File: src/design/gdbrx_pkg.sv
package gdbrx_pkg;

    typedef enum logic [2:0] {
        PH_IDLE    = 3'd0,
        PH_PAYLOAD = 3'd1,
        PH_ESCAPE  = 3'd2,
        PH_HEX_HI  = 3'd3,
        PH_HEX_LO  = 3'd4
    } phase_t;

    // Event codes carried in tuser.
    localparam logic [2:0] EV_DATA     = 3'd0;
    localparam logic [2:0] EV_OK       = 3'd1;
    localparam logic [2:0] EV_BAD      = 3'd2;
    localparam logic [2:0] EV_OVERFLOW = 3'd3;
    localparam logic [2:0] EV_RESTART  = 3'd4;
    localparam logic [2:0] EV_STRAY    = 3'd5;

    localparam logic [7:0] CH_START = 8'h24;  // '$'
    localparam logic [7:0] CH_END   = 8'h23;  // '#'
    localparam logic [7:0] CH_ESC   = 8'h7D;  // '}'
    localparam logic [7:0] ESC_XOR  = 8'h20;

    localparam int         LEN_W     = 10;
    localparam logic [9:0] MAX_RESET = 10'd511;

    typedef struct packed {
        phase_t           phase;
        logic [7:0]       sum;
        logic [LEN_W-1:0] count;
        logic [3:0]       chk_hi;
        logic             dig_bad;
    } rx_state_t;

    typedef struct packed {
        logic             valid;
        logic [2:0]       kind;
        logic [7:0]       data;
        logic [LEN_W-1:0] len;
        logic             last;
    } rx_result_t;

    // Returns {invalid, value}; a byte that is not a hex digit decodes as zero.
    function automatic logic [4:0] hex_decode(input logic [7:0] b);
        logic [4:0] r;
        r = {1'b1, 4'd0};
        if (b >= 8'h30 && b <= 8'h39)
            r = {1'b0, 4'(b - 8'h30)};
        else if (b >= 8'h41 && b <= 8'h46)
            r = {1'b0, 4'(b - 8'h37)};
        else if (b >= 8'h61 && b <= 8'h66)
            r = {1'b0, 4'(b - 8'h57)};
        return r;
    endfunction

endpackage

File: src/design/gdbrx_step.sv
module gdbrx_step
(
    input  gdbrx_pkg::rx_state_t              st,
    input  logic [7:0]                        rx_byte,
    input  logic [gdbrx_pkg::LEN_W-1:0]       max_payload,
    output gdbrx_pkg::rx_state_t              st_next,
    output gdbrx_pkg::rx_result_t             res
);

    logic [4:0]                    hex;
    logic [7:0]                    sum_add;
    logic [7:0]                    data_val;
    logic [gdbrx_pkg::LEN_W:0]     count_inc;
    logic                          overflow;
    logic                          take;

    always_comb
    begin
        hex       = gdbrx_pkg::hex_decode(rx_byte);
        sum_add   = st.sum + rx_byte;
        data_val  = (st.phase == gdbrx_pkg::PH_ESCAPE) ? (rx_byte ^ gdbrx_pkg::ESC_XOR)
                                                       : rx_byte;
        count_inc = {1'b0, st.count} + (gdbrx_pkg::LEN_W+1)'(1);
        overflow  = count_inc > {1'b0, max_payload};
        take      = 1'b0;
        st_next   = st;
        res       = '0;

        unique case (st.phase)
            gdbrx_pkg::PH_PAYLOAD:
            begin
                if (rx_byte == gdbrx_pkg::CH_END)
                begin
                    st_next.phase = gdbrx_pkg::PH_HEX_HI;
                end
                else if (rx_byte == gdbrx_pkg::CH_START)
                begin
                    // Restart: drop the partial payload but stay inside a packet.
                    res.valid     = 1'b1;
                    res.kind      = gdbrx_pkg::EV_RESTART;
                    res.len       = st.count;
                    res.last      = 1'b1;
                    st_next.sum   = '0;
                    st_next.count = '0;
                end
                else
                begin
                    st_next.sum = sum_add;
                    if (rx_byte == gdbrx_pkg::CH_ESC)
                        st_next.phase = gdbrx_pkg::PH_ESCAPE;
                    else
                        take = 1'b1;
                end
            end
            gdbrx_pkg::PH_ESCAPE:
            begin
                st_next.sum = sum_add;
                take        = 1'b1;
            end
            gdbrx_pkg::PH_HEX_HI:
            begin
                st_next.chk_hi  = hex[3:0];
                st_next.dig_bad = hex[4];
                st_next.phase   = gdbrx_pkg::PH_HEX_LO;
            end
            gdbrx_pkg::PH_HEX_LO:
            begin
                st_next.phase = gdbrx_pkg::PH_IDLE;
                res.valid     = 1'b1;
                res.len       = st.count;
                res.last      = 1'b1;
                if (!hex[4] && !st.dig_bad && {st.chk_hi, hex[3:0]} == st.sum)
                    res.kind = gdbrx_pkg::EV_OK;
                else
                    res.kind = gdbrx_pkg::EV_BAD;
            end
            default:
            begin
                if (rx_byte == gdbrx_pkg::CH_START)
                begin
                    st_next.phase   = gdbrx_pkg::PH_PAYLOAD;
                    st_next.sum     = '0;
                    st_next.count   = '0;
                    st_next.chk_hi  = '0;
                    st_next.dig_bad = 1'b0;
                end
                else
                begin
                    st_next.phase = gdbrx_pkg::PH_IDLE;
                    res.valid     = 1'b1;
                    res.kind      = gdbrx_pkg::EV_STRAY;
                    res.data      = rx_byte;
                end
            end
        endcase

        if (take)
        begin
            res.valid = 1'b1;
            if (overflow)
            begin
                st_next.phase = gdbrx_pkg::PH_IDLE;
                res.kind      = gdbrx_pkg::EV_OVERFLOW;
                res.len       = max_payload;
                res.last      = 1'b1;
            end
            else
            begin
                st_next.phase = gdbrx_pkg::PH_PAYLOAD;
                st_next.count = count_inc[gdbrx_pkg::LEN_W-1:0];
                res.kind      = gdbrx_pkg::EV_DATA;
                res.data      = data_val;
                res.len       = count_inc[gdbrx_pkg::LEN_W-1:0];
            end
        end
    end

endmodule

File: src/design/gdb_packet_deframer_rx.sv
// Channel   | Direction | Contents
// s_axis    | in        | tdata[7:0] rx_byte
// m_axis    | out       | tdata[7:0] data_byte, [17:8] payload_length; tuser event_kind;
//           |           | tlast packet_end
// cfg       | in        | data[9:0] max_payload
//
// One byte is taken every cycle when ready; its event, if any, appears in the output
// register on the next cycle. The framing state updates in the same cycle the byte is
// accepted. s_axis_tready drops only while the output register holds an event that
// m_axis has not taken. Reset returns to idle (waiting for '$') with max_payload = 511.
module gdb_packet_deframer_rx
(
    input  logic        clk,
    input  logic        rst_n,

    input  logic        s_axis_tvalid,
    output logic        s_axis_tready,
    input  logic [7:0]  s_axis_tdata,   // [7:0] rx_byte

    output logic        m_axis_tvalid,
    input  logic        m_axis_tready,
    output logic [23:0] m_axis_tdata,   // [7:0] data_byte, [17:8] payload_length, rest zero
    output logic [2:0]  m_axis_tuser,   // [2:0] event_kind
    output logic        m_axis_tlast,   // packet_end

    input  logic        cfg_valid,
    output logic        cfg_ready,
    input  logic [9:0]  cfg_data        // [9:0] max_payload
);

    gdbrx_pkg::rx_state_t              state_reg;
    gdbrx_pkg::rx_state_t              state_next;
    gdbrx_pkg::rx_result_t             res;
    logic [gdbrx_pkg::LEN_W-1:0]       max_payload_reg;
    logic                              out_valid_reg;
    logic [2:0]                        out_kind_reg;
    logic [7:0]                        out_data_reg;
    logic [gdbrx_pkg::LEN_W-1:0]       out_len_reg;
    logic                              out_last_reg;
    logic                              accept;

    gdbrx_step u_step
    (
        .st          (state_reg),
        .rx_byte     (s_axis_tdata),
        .max_payload (max_payload_reg),
        .st_next     (state_next),
        .res         (res)
    );

    assign s_axis_tready = !out_valid_reg || m_axis_tready;
    assign accept        = s_axis_tvalid && s_axis_tready;
    assign cfg_ready     = 1'b1;

    always_ff @(posedge clk or negedge rst_n)
    begin
        if (!rst_n)
        begin
            state_reg       <= '{phase: gdbrx_pkg::PH_IDLE, default: '0};
            max_payload_reg <= gdbrx_pkg::MAX_RESET;
            out_valid_reg   <= 1'b0;
        end
        else
        begin
            if (cfg_valid)
                max_payload_reg <= cfg_data;
            if (accept)
            begin
                state_reg     <= state_next;
                out_valid_reg <= res.valid;
            end
            else if (m_axis_tready)
            begin
                out_valid_reg <= 1'b0;
            end
        end
    end

    always_ff @(posedge clk)
    begin
        if (accept)
        begin
            out_kind_reg <= res.kind;
            out_data_reg <= res.data;
            out_len_reg  <= res.len;
            out_last_reg <= res.last;
        end
    end

    assign m_axis_tvalid = out_valid_reg;
    assign m_axis_tdata  = {6'd0, out_len_reg, out_data_reg};
    assign m_axis_tuser  = out_kind_reg;
    assign m_axis_tlast  = out_last_reg;

`ifndef SYNTHESIS
    // Only ok, bad, overflow and restart events close a packet.
    assert property (@(posedge clk) disable iff (!rst_n)
        m_axis_tvalid |-> (m_axis_tlast ==
            (m_axis_tuser == gdbrx_pkg::EV_OK || m_axis_tuser == gdbrx_pkg::EV_BAD ||
             m_axis_tuser == gdbrx_pkg::EV_OVERFLOW || m_axis_tuser == gdbrx_pkg::EV_RESTART)))
        else $error("tlast does not match event kind");

    // Data byte is zero except for payload and stray events.
    assert property (@(posedge clk) disable iff (!rst_n)
        (m_axis_tvalid && m_axis_tuser != gdbrx_pkg::EV_DATA &&
         m_axis_tuser != gdbrx_pkg::EV_STRAY) |-> (m_axis_tdata[7:0] == 8'd0))
        else $error("nonzero data byte on a framing event");

    // A byte that opens a packet from idle never produces an event.
    assert property (@(posedge clk) disable iff (!rst_n)
        (accept && state_reg.phase == gdbrx_pkg::PH_IDLE &&
         s_axis_tdata == gdbrx_pkg::CH_START) |=> !m_axis_tvalid)
        else $error("event produced for opening start byte");

    // Stray bytes carry a zero length and never arrive inside a packet.
    assert property (@(posedge clk) disable iff (!rst_n)
        (m_axis_tvalid && m_axis_tuser == gdbrx_pkg::EV_STRAY) |->
            (m_axis_tdata[17:8] == 10'd0 && state_reg.phase == gdbrx_pkg::PH_IDLE))
        else $error("stray event with inconsistent state");
`endif

endmodule
File: config.mk
export PLATFORM = sky130hd
export DESIGN_NAME = gdb_packet_deframer_rx
export DESIGN_NICKNAME = d
export VERILOG_FILES = /design/src/design/gdbrx_pkg.sv /design/src/design/gdbrx_step.sv /design/src/design/gdb_packet_deframer_rx.sv
export SDC_FILE = /design/constraint.sdc
export NUM_CORES = 1
export LEC_CHECK = 0
export ABC_AREA = 1
export ABC_CLOCK_PERIOD_IN_PS = 5540
export BUFFER_PORTS_ARGS = -buffer_cell sky130_fd_sc_hd__buf_4
export CAP_MARGIN = 25
export CORE_ASPECT_RATIO = 1.75
export CORE_MARGIN = 2
export CORE_UTILIZATION = 62
export DETAILED_ROUTE_END_ITERATION = 10
export PLACE_DENSITY = 0.9
export SLEW_MARGIN = 20
export SYNTH_ARGS = -nofsm -noshare
export SYNTH_HDL_FRONTEND = slang
export SYNTH_SLANG_ARGS = --single-unit
File: constraint.sdc
create_clock -name clk -period 5.54 [get_ports clk]
set_clock_uncertainty 0.1 [all_clocks]
set_input_delay 1.108 -clock clk [delete_from_list [all_inputs] [get_ports clk]]
set_output_delay 1.108 -clock clk [all_outputs]
set_load 0.01 [all_outputs]
======== Yosys cells after proc, flatten, opt, wreduce, memory -nomap -nowiden ========
Index checks and enable logic that the tools add are counted.
storage, ports and cells
  RAM bits ................................ 0
  memory bits (read-only) ................. 0
  word-level logic and storage cells ...... 99
  latch bits .............................. 0
  memories ................................ 0
  bits in registers ....................... 59
cells by class
  equality and inequality tests ........... 12
  bitwise gates (word level) .............. 3
  multiply operators ...................... 0
  magnitude comparators ................... 7
  muxes and demuxes ....................... 40
  div/mod/pow operators ................... 0
  reduce and logical (&&, ||, !) cells .... 21
  add/sub/neg operators ................... 5
  shift-type cells ........................ 0
operators with widths
  operator               number
  $mux 23                2
  $mux 10                4
  $mux 8                 3
  $pmux 8 s3             1
  $mux 11                2
  $pmux 11 s2            1
  $pmux 10 s2            1
  $mux 18                1
  $eq 8x6->1 const B     2
  $ge 8x7->1 const B     2
  $le 8x7->1 const B     2
  $mux 5                 3
  $mux 12                1
  $mux 3                 4
  $pmux 3 s4             1
  $pmux 4 s3             1
  $add 10x1->11 const B  1
  $gt 11x10->1           1
  $pmux 5 s2             1
  $add 8x8->8            1
  $eq 8x7->1 const B     1
  $eq 8x8->1             1
  $ge 8x6->1 const B     1
  $le 8x6->1 const B     1
  25 further kinds       49

======== Depth between registers and ports, before layout ========
  depth after elaboration ................. 12
  gate-level depth with buffers ........... 20
  mapped depth without buffers ............ 20

======== Cells and area by module ========
Synthesis repeated with hierarchy kept, for this count alone.
unflattened totals
  cells, all modules ...................... 554
  area, all modules ....................... 4,200.3 um2
by module, submodules not included
  module                  area an instance (um2)  cells each  instances
  gdb_packet_deframer_rx  2,252.2                 192         1
  gdbrx_step              1,948.1                 362         1

======== Worst setup path after synthesis ========
No wires, ideal clock.
  path type ............................... register to register
  start ................................... reg state_reg[5] (netlist name)
  end ..................................... reg out_len_reg[8] (netlist name), data pin
  clock period less this slack ............ 2,760 ps
  cell stages (with the launch flop) ...... 17
  slack ................................... 2,780 ps
  arrival ................................. 2,395 ps
  buffers on the path ..................... 1
  required time ........................... 5,176 ps
  path through ............................ dfrtp_1 ha_1 nand2_1 nor2_1 nand2_1 nor2_2 nand3_1 xor2_1 ha_1 a21o_1 a21oi_1 nand2_1 nand2_1 nand2_2 buf_6 nand3_1 o211ai_1
RTL lines
  item                    RTL line                      text
  start, declared         gdb_packet_deframer_rx.sv:31  gdbrx_pkg::rx_state_t state_reg;
  start signal, assigned  gdb_packet_deframer_rx.sv:69  state_reg <= state_next;
  end signal, assigned    gdb_packet_deframer_rx.sv:85  out_len_reg <= res.len;
  end, declared           gdb_packet_deframer_rx.sv:38  logic [gdbrx_pkg::LEN_W-1:0] out_len_reg;

==> reports/qor.txt <==
Worst VDD drop: 0.000248 V
Largest cells by area after synthesis: dfrtp_1, edfxtp_1, nand2_1
Status: finished clean
Clk pwr share: 23.2%
Number of flops mapped to enable cells by yosys: 22
Cell variety after synth: 42
Post-synth design cell area: 3760 um^2
Row count: 37
Vias: 3,384
Vias per cell: 5.62
Root buffer cell: clkbuf_8
Insertion delay to the later sink of the worst-skew pair: 360 ps
Worst path slowest cell: dfrtp_1
Sequential area share after synthesis: 42.5%
Area growth from synthesis to layout: 16.0%
Largest net degree at the start of global routing: 38
Vias in the first global route: 3,415
Placed Instance Area: 4130 um^2
Final GP Congestion: 0.938
Post-CTS setup buffers: 0
Worst Path Buf+Inv: 1
CP Data Arrival Time: 3540 ps
Final worst path period need: 3430 ps
Ys async rst share: 62.7%
Largest register FFs: 26
Gr usage total: 30.4%
Unrepaired setup endpoints after global routing: no
ANT nets after route: 0
Cells after synthesis: 469
Die area: 6720 um^2
Hold Fails Final Rpt: 0
Iteration-0 DRC Markers: 182
Final layout net count: 564
Top delay family on crit path: simple AND/OR/NAND/NOR gates
DPL Wire Length: 7270 um
Final Instance Area: 4360 um^2
First-pass GRT wire length: 15,300 um
Setup TNS: 0 ps
CP max stage delay: 440 ps
# IOs: 54
Final Max Tran Viols: 0
DR pass1 iterations: 5
Yosys warns: 0
CTS hold repair buffers: 0
DRC viols: 0
Clock tree buffer depth: 2
Worst hold path class: reg -> reg
Most numerous cell in the Yosys netlist: nand2_1
Switching share of power: 40.8%
Yosys top cell by area: dfrtp_1
PwrDens: 454 nW/um^2
Total power: 1980 uW
Fmax: 291 MHz
Most frequent CP cell: nand2_1
Pleak: 0.00219 uW
Commonest cells post-synth: nand2_1, nand3_1, inv_1, dfrtp_1, edfxtp_1
Worst-path cell chain: ha_1 -> nand2_1 -> nor2_1 -> nand2_1 -> nor2_2 -> nand3_1 -> xor2_1 -> ha_1 -> a21o_1 -> a21oi_1 -> nand2_1 -> nand2_1 -> nand2_2 -> nor2_8 -> inv_2 -> a21oi_1
Post-synth top area share: 18.6%
CTS Buf Count: 9
Starting Density: 63.9%
Seq pwr share: 34.6%
Routed WL: 9410 um
Synthesized flop and latch total: 59
Grt total ovfl: 0
Drt wl/cell: 15.6 um
H-tree levels: 3
Setup CP Type: reg -> reg
Startpoint types: flop
PortBufs: 46
Final setup fails: 0
Post-CTS Resized: 0
Psw: 806 uW
CTS tree: built
Fin crit share: 62.0%
Syn Area/Cell: 8.01 um^2
Antenna Cells: 0
CTS Sinks: 59
# fillers: 451
Comb pwr share: 42.2%
Max-Cap Viols: 0
Max-slew headroom: 41.8%
Top FF cell, synth: dfrtp_1
Int Power: 1170 uW
Worst-path clk slew: 70 ps
Die width: 62.8 um
Initial antenna violation count: 0
Core ar.: 5880 um^2
Worst Tran Pin Value: 868 ps
Die Span Y: 107 um
Worst-path fanout max: 19
Share of layout cells above drive strength 1: 18.1%
WP data required: 5640 ps
CP endpoint kind: flop
## final timing paths
check	start	end	slack, ps	cells past startpoint
worst max-delay path	state_reg[5]	out_data_reg[1]	2110	16
worst min-delay path	max_payload_reg[5]	max_payload_reg[5]	410	2
worst max register to register	state_reg[5]	out_data_reg[1]	2110	16
worst min register to register	max_payload_reg[5]	max_payload_reg[5]	410	2
max in group asynchronous	rst_n	max_payload_reg[2]	4360	1
min in group asynchronous	rst_n	state_reg[12]	610	1
## metrics by stage
step | hold WS (ps) | setup slack, ps | utilization, % | cells
after CTS | 410 | 2170 | 74.1 | 602
after floorplan | 375 | 2780 | - | 474
final | 409 | 2110 | 74.1 | 602
after detailed placement | 397 | 2190 | 70.2 | 586
after global routing | 424 | 1770 | 74.1 | 602
after global placement | 393 | 2380 | 70.2 | 586
## layout make-up
cell class | instances | area, um^2 | area share [%]
clock inverter | 4 | 72.6 | 1.67
clock buffer | 12 | 155 | 3.56
timing repair buffer | 47 | 353 | 8.10
sequential | 59 | 1600 | 36.7
inverter | 67 | 254 | 5.83
tap | 78 | 97.6 | 2.24
multi-input combinational | 335 | 1830 | 41.9
## power groups by stage
stage | clock [uW] | combinational [uW] | sequential [uW]
6_report | 458 | 836 | 684
2_1_floorplan | 0 | 575 | 694
3_5_place_dp | 0 | 832 | 688
4_1_cts | 458 | 834 | 682
5_1_grt | 478 | 936 | 694
3_3_place_gp | 0 | 804 | 685
## routing by layer
layer | track usage [%] | wire length (um) | up-vias
met5 | 0 | 0 | -
met1 | 28.3 | 3240 | 1564
li1 | - | - | 1633
met4 | 24.0 | 618 | 0
met2 | 55.0 | 5150 | 135
met3 | 7.76 | 402 | 52
## tightest hold or removal path, delay by kind of cell (launching register included)
kind,cells,cell delay (ps)
compound gates,1,70
buf+inv,1,60
flops,1,370
## logic make-up after synthesis
kind of cell | synth area share, %
fa+ha+maj | 7.53
simple gates | 30.0
compound gates | 7.56
other cells | 0.200
flops | 42.5
xor+xnor | 2.56
buf+inv | 9.32
mux | 0.300
## cell usage in the layout (no fill, tap or decap), types with 2 or more instances in the layout
master     Yosys  final
nor2_1        19     19
dfrtp_1       28     28
o211ai_1       2      2
nor2_2         2      2
bufinv_16      0      2
dfstp_2        9      9
ha_1          21     21
inv_1         61     61
nand4_1        5      5
nand3_1       70     70
nor3_1         4      4
edfxtp_1      22     22
clkbuf_8       0     11
a21oi_1       18     18
xnor2_1        2      2
buf_4          7     47
nand4_2        2      2
o21ai_0       21     21
nand3_2        4      4
nand2_1      125    125
inv_2          4      4
conb_1         2      7
nand2_4        2      2
o22ai_1        7      7
xor2_1         9      9
nand2_2        3      3
Power figures use the tool's default switching activity.
